==> config.mk <==
export PLATFORM = sky130hd
export DESIGN_NAME = lphm_queue
export DESIGN_NICKNAME = d
export VERILOG_FILES = /design/src/hw/rtl/lphm_pkg.sv /design/src/hw/rtl/lphm_queue.sv
export SDC_FILE = /design/constraint.sdc
export NUM_CORES = 1
export LEC_CHECK = 0
export ABC_AREA = 1
export ABC_CLOCK_PERIOD_IN_PS = 16000
export BUFFER_PORTS_ARGS = -buffer_cell sky130_fd_sc_hd__buf_2
export CORE_ASPECT_RATIO = 2
export CORE_MARGIN = 3
export CORE_UTILIZATION = 43
export CTS_BUF_LIST = sky130_fd_sc_hd__clkbuf_8
export CTS_CLUSTER_SIZE = 14
export DETAILED_ROUTE_END_ITERATION = 6
export GPL_ROUTABILITY_DRIVEN = 0
export PLACE_DENSITY_LB_ADDON = 0.2
export SETUP_SLACK_MARGIN = 0.5
export SYNTH_ARGS = -nofsm -noshare
export SYNTH_HDL_FRONTEND = slang
export SYNTH_SLANG_ARGS = --single-unit
==> constraint.sdc <==
create_clock -name clock -period 16 [get_ports clock]
set_input_delay 3.2 -clock clock [delete_from_list [all_inputs] [get_ports clock]]
set_output_delay 3.2 -clock clock [all_outputs]
set_load 0.03 [all_outputs]
==> src/hw/rtl/lphm_pkg.sv <==
package lphm_pkg;

   localparam logic [63:0] FNV_BASIS = 64'hCBF29CE484222325;
   localparam logic [63:0] FNV_PRIME = 64'h00000100000001B3;

   localparam logic [2:0] ST_INSERTED = 3'd0;
   localparam logic [2:0] ST_UPDATED  = 3'd1;
   localparam logic [2:0] ST_FULL     = 3'd2;
   localparam logic [2:0] ST_HIT      = 3'd3;
   localparam logic [2:0] ST_MISS     = 3'd4;

   localparam logic CMD_SET = 1'b0;
   localparam logic CMD_GET = 1'b1;

   localparam logic [9:0] MAX_ENTRIES_RESET = 10'd768;

   typedef struct packed {
      logic        cmd;
      logic [63:0] key_bytes;
      logic [63:0] new_value;
   } req_type;

   typedef struct packed {
      logic [2:0]  status;
      logic [63:0] read_value;
   } rsp_type;

   // hashed item passed from front to back
   typedef struct packed {
      logic        cmd;
      logic [63:0] key;
      logic [63:0] hash;
      logic [63:0] value;
   } job_type;

endpackage

==> src/hw/rtl/lphm_queue.sv <==
module lphm_queue (
   input  logic              clock,
   input  logic              reset,
   input  logic              in_valid,
   output logic              in_stall,
   input  lphm_pkg::job_type in_data,
   output logic              out_valid,
   input  logic              out_take,
   output lphm_pkg::job_type out_data
);
   import lphm_pkg::*;

   job_type    ent_ff [2];
   logic [1:0] count_ff;
   logic       rd_ff, wr_ff;
   logic       push, pop;

   assign in_stall  = (count_ff == 2'd2);
   assign out_valid = (count_ff != 2'd0);
   assign out_data  = ent_ff[rd_ff];
   assign push      = in_valid && !in_stall;
   assign pop       = out_valid && out_take;

   // two-entry queue between front and back
   always_ff @(posedge clock) begin
      if (reset) begin
         count_ff <= 2'd0;
         rd_ff    <= 1'b0;
         wr_ff    <= 1'b0;
      end else begin
         count_ff <= count_ff + {1'b0, push} - {1'b0, pop};
         if (push) wr_ff <= ~wr_ff;
         if (pop)  rd_ff <= ~rd_ff;
      end
      if (push) ent_ff[wr_ff] <= in_data;
   end
endmodule

==> impl_metrics.yaml <==
status:
  status: "finished, final reports clean"
synthesis:
  async_flop_share: 0
  yosys.area.top_type: "edfxtp_1"
  syn_area_per_cell_um2: 22.3
  synth_area_um2: 14200
  synth_area_leaders: "edfxtp_1 (81%), mux2_2 (15%), buf_6 (1.3%)"
  ys_ff_latch: 391
  synth_cells: 638
  ys_warn_count: 0
  synth_nets: 837
  ys_types: 12
  synth_most_common_cell: "edfxtp_1"
  synth_top_area_frac: 0.815
  yosysSeqAreaShare: 0.822
  synth_commonest_cells: "edfxtp_1 (386), mux2_2 (193), buf_6 (17), inv_1 (9), nor2_1 (9)"
  synth_edf_count: 386
  ys.flop_type: "edfxtp_1"
detailed_routing:
  via_count: 7450
  drc: 0
  firstDrtPassIters: 4
  postRouteAntennaNets: 0
  wire_per_inst_um: 20.9
  drt_iter0_markers: 393
  drt_wl_total_um: 32300
  avgViaCountPerCell: 4.83
pwr:
  power_frac_clock: 0.234
  ir_worst_vdd_v: 0.000135
  p_int_mw: 1.89
  total_power_mw: 2.86
  p_sw_frac: 0.337
  leakagePower_nw: 6.57
  power_density_nw_per_um2: 163
  power_frac_seq: 0.473
  switchingPower_mw: 0.963
  comb_power_share: 0.293
grt:
  grt_pass1_vias: 8227
  antenna_found_initial: 11
  grt_first_pass_wirelength_um: 47500
  grt_max_degree: 73
  grt.overflow.total: 0
  grt.total_usage: 0.178
die:
  rows: 93
  start_util: 0.438
  die_x_um: 135
  core_area_um2: 32500
  io_pins: 392
  die_h_um: 263
  die_area_um2: 35400
cts:
  postCtsHoldBufs: 0
  cts-resized-gates: 0
  cts_sinks: 391
  cts_inserted_buffers: 52
  cts_root_buf: "clkbuf_8"
  cts_buffer_depth: 3
  post_cts_buffers: 0
  cts_tree: "yes"
  clock_latency_ps: 590
  cts_htree_levels: 2
  path_clk_slew_ps: 60
timing:
  rsz0062_at_grt: "false"
  slew_headroom: 0.294
  finalCritPeriodShare: 0.395
  period_needed_ps: 6320
  setup_viol: 0
  max_freq_mhz: 158
  finalMaxSlewViolations: 0
  max_slew.worst_pin.slew_ps: 1060
  fin_skew_ps: 11.6
  hold_violations: 0
  fin_tns_setup_ps: 0
worst_hold_path:
  hold_depth: 2
  hold_class: "flop to flop"
critical_path:
  rrSetupSlack_ps: 13120
  start_kind: "flop"
  required_ps: 12800
  worstPathArrival_ps: 3120
  r2r_cells: 6
  cp-end-kind: "output port"
  crit_type: "flop to output port"
  worstPathMaxFanout: 71
layout:
  synthToLayoutAreaGrowth_pct: 23.1
  num-nets-final: 1268
  final.fill_count: 2686
  drive_gt1_frac: 0.593
job:
  drv_cap: 0
place:
  port_buffers: 391
  hpwl_um: 22300
==> sequential cells by signal, summed over array words and instances (netlist names), named ones only <==
name,flops
ent_ff,386
count_ff,2
rd_ff,1
wr_ff,1
==> power by group through the flow <==
stage | logic (mW) | registers (mW) | clock network [mW]
5_1_grt | 0.881 | 1.37 | 0.740
4_1_cts | 0.848 | 1.35 | 0.699
3_5_place_dp | 0.845 | 1.37 | 0
2_1_floorplan | 0.629 | 1.38 | 0
3_3_place_gp | 0.842 | 1.37 | 0
6_report | 0.836 | 1.35 | 0.670
==> cells in the final DEF (no fill, tap or decap), drive strengths merged <==
master	count
a21oi	2
buf	398
bufinv	1
clkbuf	53
clkinv	19
clkinvlp	2
dfxtp	5
diode	10
edfxtp	386
ha	2
inv	26
mux2	193
nand2	8
nand3	3
nor2	9
==> routing by layer <==
| layer | track usage | share of wire |
|---|---|---|
| met1 | 0.165 | 0.31 |
| met2 | 0.339 | 0.58 |
| met3 | 0.0503 | 0.068 |
| met4 | 0.0975 | 0.048 |
| met5 | 0 | 0.00028 |
==> critical path, stage by stage, from the launching register on <==
cell and delay (ps):
dfxtp_4 1010, buf_4 800, mux2_2 440, buf_2 180
==> cell type report <==
type	count	area (um^2)	area share
Antenna cell	10	25.0	0.00143
Clock buffer	53	729	0.0416
Clock inverter	39	189	0.0108
Inverter	9	38.8	0.00221
Multi-Input combinational cell	217	2290	0.131
Sequential cell	391	11700	0.668
Tap cell	427	534	0.0305
Timing Repair Buffer	398	2010	0.115
==> logic make-up after synthesis <==
family | after synthesis | share of synthesized area
multiplexers | 193 | 0.153
adder cells (fa/ha/maj) | 2 | 0.00176
buffers and inverters | 30 | 0.0176
AND/OR/NAND/NOR | 20 | 0.00554
flip-flops | 391 | 0.822
AO/OA/AOI/OAI | 2 | 0.000704
==> metrics by stage <==
| stage | util | cell area, um^2 | setup WS (ps) | cells | hold slack, ps |
|---|---|---|---|---|---|
| finish | 0.540 | 17500 | 9680 | 1544 | 524 |
| global route | 0.539 | 17500 | 9460 | 1541 | 575 |
| CTS | 0.539 | 17500 | 9560 | 1534 | 520 |
| detailed placement | 0.510 | 16600 | 10220 | 1442 | 494 |
| global placement | 0.510 | 16600 | 10220 | 1442 | 490 |
| floorplan | - | 14200 | 3980 | 638 | 467 |
==> worst paths after layout <==
path / from / to
min: rd_ff$_SDFFE_PP0P_ / flop
min reg2reg: rd_ff$_SDFFE_PP0P_ / flop
max: flop / out_data[32]
max reg2reg: count_ff[0]$_SDFF_PP0_ / ent_ff[0][181]$_DFFE_PP_
No activity file was read; power rests on OpenSTA's default activity.
