`src/hw/rtl/lphm_pkg.sv`:
```
package lphm_pkg;

   localparam logic [63:0] FNV_BASIS = 64'hCBF29CE484222325;
   localparam logic [63:0] FNV_PRIME = 64'h00000100000001B3;

   localparam logic [2:0] ST_INSERTED = 3'd0;
   localparam logic [2:0] ST_UPDATED  = 3'd1;
   localparam logic [2:0] ST_FULL     = 3'd2;
   localparam logic [2:0] ST_HIT      = 3'd3;
   localparam logic [2:0] ST_MISS     = 3'd4;

   localparam logic CMD_SET = 1'b0;
   localparam logic CMD_GET = 1'b1;

   localparam logic [9:0] MAX_ENTRIES_RESET = 10'd768;

   typedef struct packed {
      logic        cmd;
      logic [63:0] key_bytes;
      logic [63:0] new_value;
   } req_type;

   typedef struct packed {
      logic [2:0]  status;
      logic [63:0] read_value;
   } rsp_type;

   // hashed item passed from front to back
   typedef struct packed {
      logic        cmd;
      logic [63:0] key;
      logic [63:0] hash;
      logic [63:0] value;
   } job_type;

endpackage

```
`src/hw/rtl/lphm_front.sv`:
```
module lphm_front (
   input  logic              clock,
   input  logic              reset,
   input  logic              req_valid,
   output logic              req_stall,
   input  lphm_pkg::req_type req_data,
   output logic              job_valid,
   input  logic              job_stall,
   output lphm_pkg::job_type job_data
);
   import lphm_pkg::*;

   localparam logic [1:0] S_IDLE = 2'd0;
   localparam logic [1:0] S_HASH = 2'd1;
   localparam logic [1:0] S_MUL  = 2'd2;
   localparam logic [1:0] S_OUT  = 2'd3;

   logic [1:0]  state_ff, state_in;
   logic [2:0]  byte_ff, byte_in;
   logic [63:0] key_ff, key_in;
   logic [63:0] hash_ff, hash_in;
   logic [63:0] value_ff, value_in;
   logic        cmd_ff, cmd_in;
   logic [63:0] canon;
   logic        stop;
   logic [7:0]  cur_byte;

   // key canonical form, bytes after first zero cleared
   always_comb begin
      logic dead;
      dead  = 1'b0;
      canon = '0;
      for (int i = 0; i < 8; i++) begin
         if (req_data.key_bytes[8*i +: 8] == 8'd0) dead = 1'b1;
         if (!dead) canon[8*i +: 8] = req_data.key_bytes[8*i +: 8];
      end
   end

   assign cur_byte = key_ff[8*byte_ff +: 8];
   assign stop     = (cur_byte == 8'd0);

   assign req_stall = (state_ff != S_IDLE);
   assign job_valid = (state_ff == S_OUT);
   assign job_data  = '{cmd: cmd_ff, key: key_ff, hash: hash_ff, value: value_ff};

   // each fnv round is an xor state, then a multiply state
   always_comb begin
      state_in = state_ff;
      byte_in  = byte_ff;
      key_in   = key_ff;
      hash_in  = hash_ff;
      value_in = value_ff;
      cmd_in   = cmd_ff;
      unique case (state_ff)
         S_IDLE: begin
            if (req_valid) begin
               key_in   = canon;
               value_in = req_data.new_value;
               cmd_in   = req_data.cmd;
               hash_in  = FNV_BASIS;
               byte_in  = 3'd0;
               state_in = S_HASH;
            end
         end
         S_HASH: begin
            if (stop) begin
               state_in = S_OUT;
            end else begin
               hash_in  = hash_ff ^ {56'd0, cur_byte};
               state_in = S_MUL;
            end
         end
         S_MUL: begin
            // prime is 2**40 + 0x1b3, so the product is a sum of shifts
            hash_in = (hash_ff << 40) + (hash_ff << 8) + (hash_ff << 7) +
                      (hash_ff << 5) + (hash_ff << 4) + (hash_ff << 1) + hash_ff;
            byte_in = byte_ff + 3'd1;
            state_in = (byte_ff == 3'd7) ? S_OUT : S_HASH;
         end
         S_OUT: begin
            if (!job_stall) state_in = S_IDLE;
         end
         default: state_in = S_IDLE;
      endcase
   end

   always_ff @(posedge clock) begin
      if (reset) begin
         state_ff <= S_IDLE;
      end else begin
         state_ff <= state_in;
      end
      byte_ff  <= byte_in;
      key_ff   <= key_in;
      hash_ff  <= hash_in;
      value_ff <= value_in;
      cmd_ff   <= cmd_in;
   end
endmodule

```
`config.mk`:
```
export PLATFORM = sky130hd
export DESIGN_NAME = lphm_front
export DESIGN_NICKNAME = d
export VERILOG_FILES = /design/src/hw/rtl/lphm_pkg.sv /design/src/hw/rtl/lphm_front.sv
export SDC_FILE = /design/constraint.sdc
export NUM_CORES = 1
export LEC_CHECK = 0
export BUFFER_PORTS_ARGS = -buffer_cell sky130_fd_sc_hd__buf_2
export CAP_MARGIN = 20
export CORE_MARGIN = 1.5
export CORE_UTILIZATION = 35
export CTS_CLUSTER_SIZE = 10
export DETAILED_ROUTE_END_ITERATION = 7
export GPL_TIMING_DRIVEN = 0
export SYNTH_ARGS = -nofsm -noshare
export SYNTH_HDL_FRONTEND = slang
export SYNTH_SLANG_ARGS = --single-unit
```
`constraint.sdc`:
```
create_clock -name clock -period 14.4 [get_ports clock]
set_input_delay 2.16 -clock clock [delete_from_list [all_inputs] [get_ports clock]]
set_output_delay 2.16 -clock clock [all_outputs]
set_load 0.005 [all_outputs]
```
==> qor.txt <==
Crit path top cell by count - inv_1
slowest CP cell - o41ai_1
initial antenna violation count - 2
share of layout cells above drive strength 1 - 0.203
Post-CTS Resized - 0
ys async rst share - 0
CP max stage delay - 0.67 ns
worst rel slew slack - 0.342
row cnt - 84
Slew Viols, Final - 0
Compound-Gate Fraction of Synth Area - 0.0867
CTS Root Cell - clkbuf_16
mean post-synth cell area - 10.9 µm²
Fin. Hold Viols - 0
post-route setup TNS - 0 ns
Synth Area in Adders - 0.348
number of antenna-violating nets in the routed design - 0
IO Count - 328
mapped cell area - 18,500 µm²
ys flop type - edfxtp_1
grt total ovfl - 0
CTS H-tree depth - 4
WP data arrival - 6.46 ns
TritonCTS Buffers - 17
Post-Layout Inst Area - 21,700 µm²
Routed wire per std cell - 19.8 µm
part of the cycle the worst path needs - 0.430
total core area - 52,300 µm²
clock sinks - 198
status - finished clean
die height - 233 µm
area share of the largest cell type after synthesis - 0.318
critical path class - flip-flop to flip-flop
main combinational cell family by area after synthesis - adder cells
Hold Path End - state_ff[1]
Mapped Cells - 1,697
Die W - 233 µm
RSZ-0062 raised after global routing - no
top cells by area, synth - edfxtp_1, fa_1, inv_1
Min Hold Slack - 0.560 ns
yosys warns - 0
CP cell instances - inv_1 -> fa_1 -> inv_1 -> fa_1 -> inv_1 -> fa_1 -> inv_1 -> ha_1 -> ha_1 -> buf_6 -> a21o_1 -> o21bai_1 -> a211oi_2 -> nor4_2 -> o41ai_1 -> nor3_2 -> nor3_1 -> o2111ai_1 -> and4_1
number of synthesized register bits - 198
total track usage - 0.211
hold_buf cts - 0
Worst Clk Skew - 0.0370 ns
routed vias - 13,378
area grow syn2layout - 17.5%
Post-Route WL - 54.6 mm
synth unique cells - 75
post-synthesis mux area share - 0.0244
DRT Pass-1 Iters - 5
R2R setup slack - 8.20 ns
largest net degree at the start of global routing - 67
Post-CTS Setup Inserts - 0
placed cell area - 21,100 µm²
register area share after synthesis - 0.320
Slew @ Worst Pin - 0.978 ns
start of the worst register-to-register path - hash_ff[18]
vias per cell - 4.86
min Tclk post-route - 6.20 ns
top cell type by total area after synthesis - edfxtp_1
crit path max fanout - 9
first-pass GRT wire length - 84.4 mm
Worst-path clk slew - 0.09 ns
Longest Clk Path Bufs - 2
n_diodes - 0
CTS tree - yes
Reg-to-Reg End - hash_ff[63]
Initial Util - 0.353
maxcap violations - 0
min-delay src - state_ff[0]
simple-gate area share of the yosys netlist - 0.0881
Port-buffer cells - 327
# nets final - 2,547
HP Class - flip-flop to flip-flop
die area - 54,200 µm²
Setup crit end kind - flip-flop
worst skew pair latency - 0.51 ns
Reg2Reg Depth - 19
DP HPWL - 45.9 mm
kind of start point of the critical path - flip-flop
Worst Path Required - 14.66 ns
Post-Syn Nets - 2,193
hold path depth - 2
Initial DRC Count - 730
fmax - 161 MHz
final setup fails - 0
number of global-route vias before repair - 14,389
RD Place Congestion - 0.896
DR DRC count - 0
number of enable flip-flop cells after synthesis - 196
XOR/XNOR Fraction of Synth Area - 0.0303
-- Yosys cell counts (13+ instances only) --
library cell    n
a21o_1         43
a21oi_1        54
a31oi_1        14
and2_1         66
clkbuf_1       33
edfxtp_1      196
fa_1          251
ha_1          112
inv_1         442
mux4_2         16
nand2_1        67
nand3_1        13
nand4_1        24
nor2_1         75
nor3_1         16
nor4_1         15
o21ai_0        49
xnor2_1        34
xor2_1         30
-- critical path, delay by kind of cell, from the launching register on --
kind | cells | cell delay [ns]
and+or+nand+nor | 4 | 1.04
AOI/OAI and AO/OA | 5 | 1.50
DFF | 1 | 0.61
adders and majority gates | 5 | 2.18
buffers and inverters | 5 | 0.62
-- flip-flops by register name, indices dropped and copies added (netlist names) --
| signal | count |
|---|---|
| cmd_ff | 1 |
| value_ff | 64 |
| byte_ff | 3 |
| state_ff | 2 |
| hash_ff | 64 |
| key_ff | 64 |
-- through the flow --
stage | setup slack, ns | util | instances
floorplan | 7.84 | - | 1697
global placement | 4.74 | 0.401 | 2712
detailed placement | 8.15 | 0.403 | 2719
CTS | 8.16 | 0.415 | 2751
global route | 8.00 | 0.415 | 2752
finish | 8.20 | 0.415 | 2752
-- layout by cell type (no fill, tap or decap), types with 6 or more instances in the layout --
cell type,synthesis,layout
inv_1,442,442
buf_2,9,336
fa_1,251,251
edfxtp_1,196,196
ha_1,112,112
nor2_1,75,75
nand2_1,67,67
and2_1,66,65
a21oi_1,54,54
o21ai_0,49,49
a21o_1,43,43
clkbuf_1,33,34
xnor2_1,34,34
xor2_1,30,30
nand4_1,24,24
clkbuf_16,0,17
mux4_2,16,16
nor3_1,16,15
nor4_1,15,15
a31oi_1,14,14
nand3_1,13,13
o21bai_1,9,9
and3_1,9,9
mux2i_1,9,9
nand2b_1,8,8
clkinv_8,0,8
o21a_1,6,6
buf_6,2,6
a211oi_1,6,6
a41oi_1,6,6
a21boi_0,6,6
-- worst max path at each step --
| stage | start | to | depth (start not counted) |
|---|---|---|---|
| final | hash_ff[18] | hash_ff[63] | 19 |
| after global routing | hash_ff[10] | hash_ff[63] | 19 |
| after CTS | hash_ff[18] | hash_ff[63] | 19 |
| after detailed placement | hash_ff[18] | hash_ff[63] | 19 |
| after global placement | req_valid | hash_ff[33] | 3 |
| after floorplan | req_valid | hash_ff[10] | 2 |
-- kinds of logic after synthesis --
group           after synthesis
fa+ha+maj                   363
compound gates              237
xor+xnor                     64
buf+inv                     492
mux                          25
simple gates                318
flops                       198
-- area by class of cell --
type | count | area [µm²]
buffer | 50 | 236
inverter | 442 | 1660
clock inverter | 14 | 195
fill | 5168 | 30600
tap | 688 | 861
sequential | 198 | 5930
multi-input combinational | 1007 | 10700
clock buffer | 18 | 429
timing repair buffer | 335 | 1740
-- routing by layer --
layer	GRT usage	vias to the layer above	wire, µm
li1	-	6191	-
met1	0.264	6689	23000
met2	0.363	450	27200
met3	0.0496	48	3360
met4	0.0577	0	1030
met5	0	-	0
Power is not shown: default switching activity piles up to over one toggle a cycle in this logic, so the estimate is an artifact.
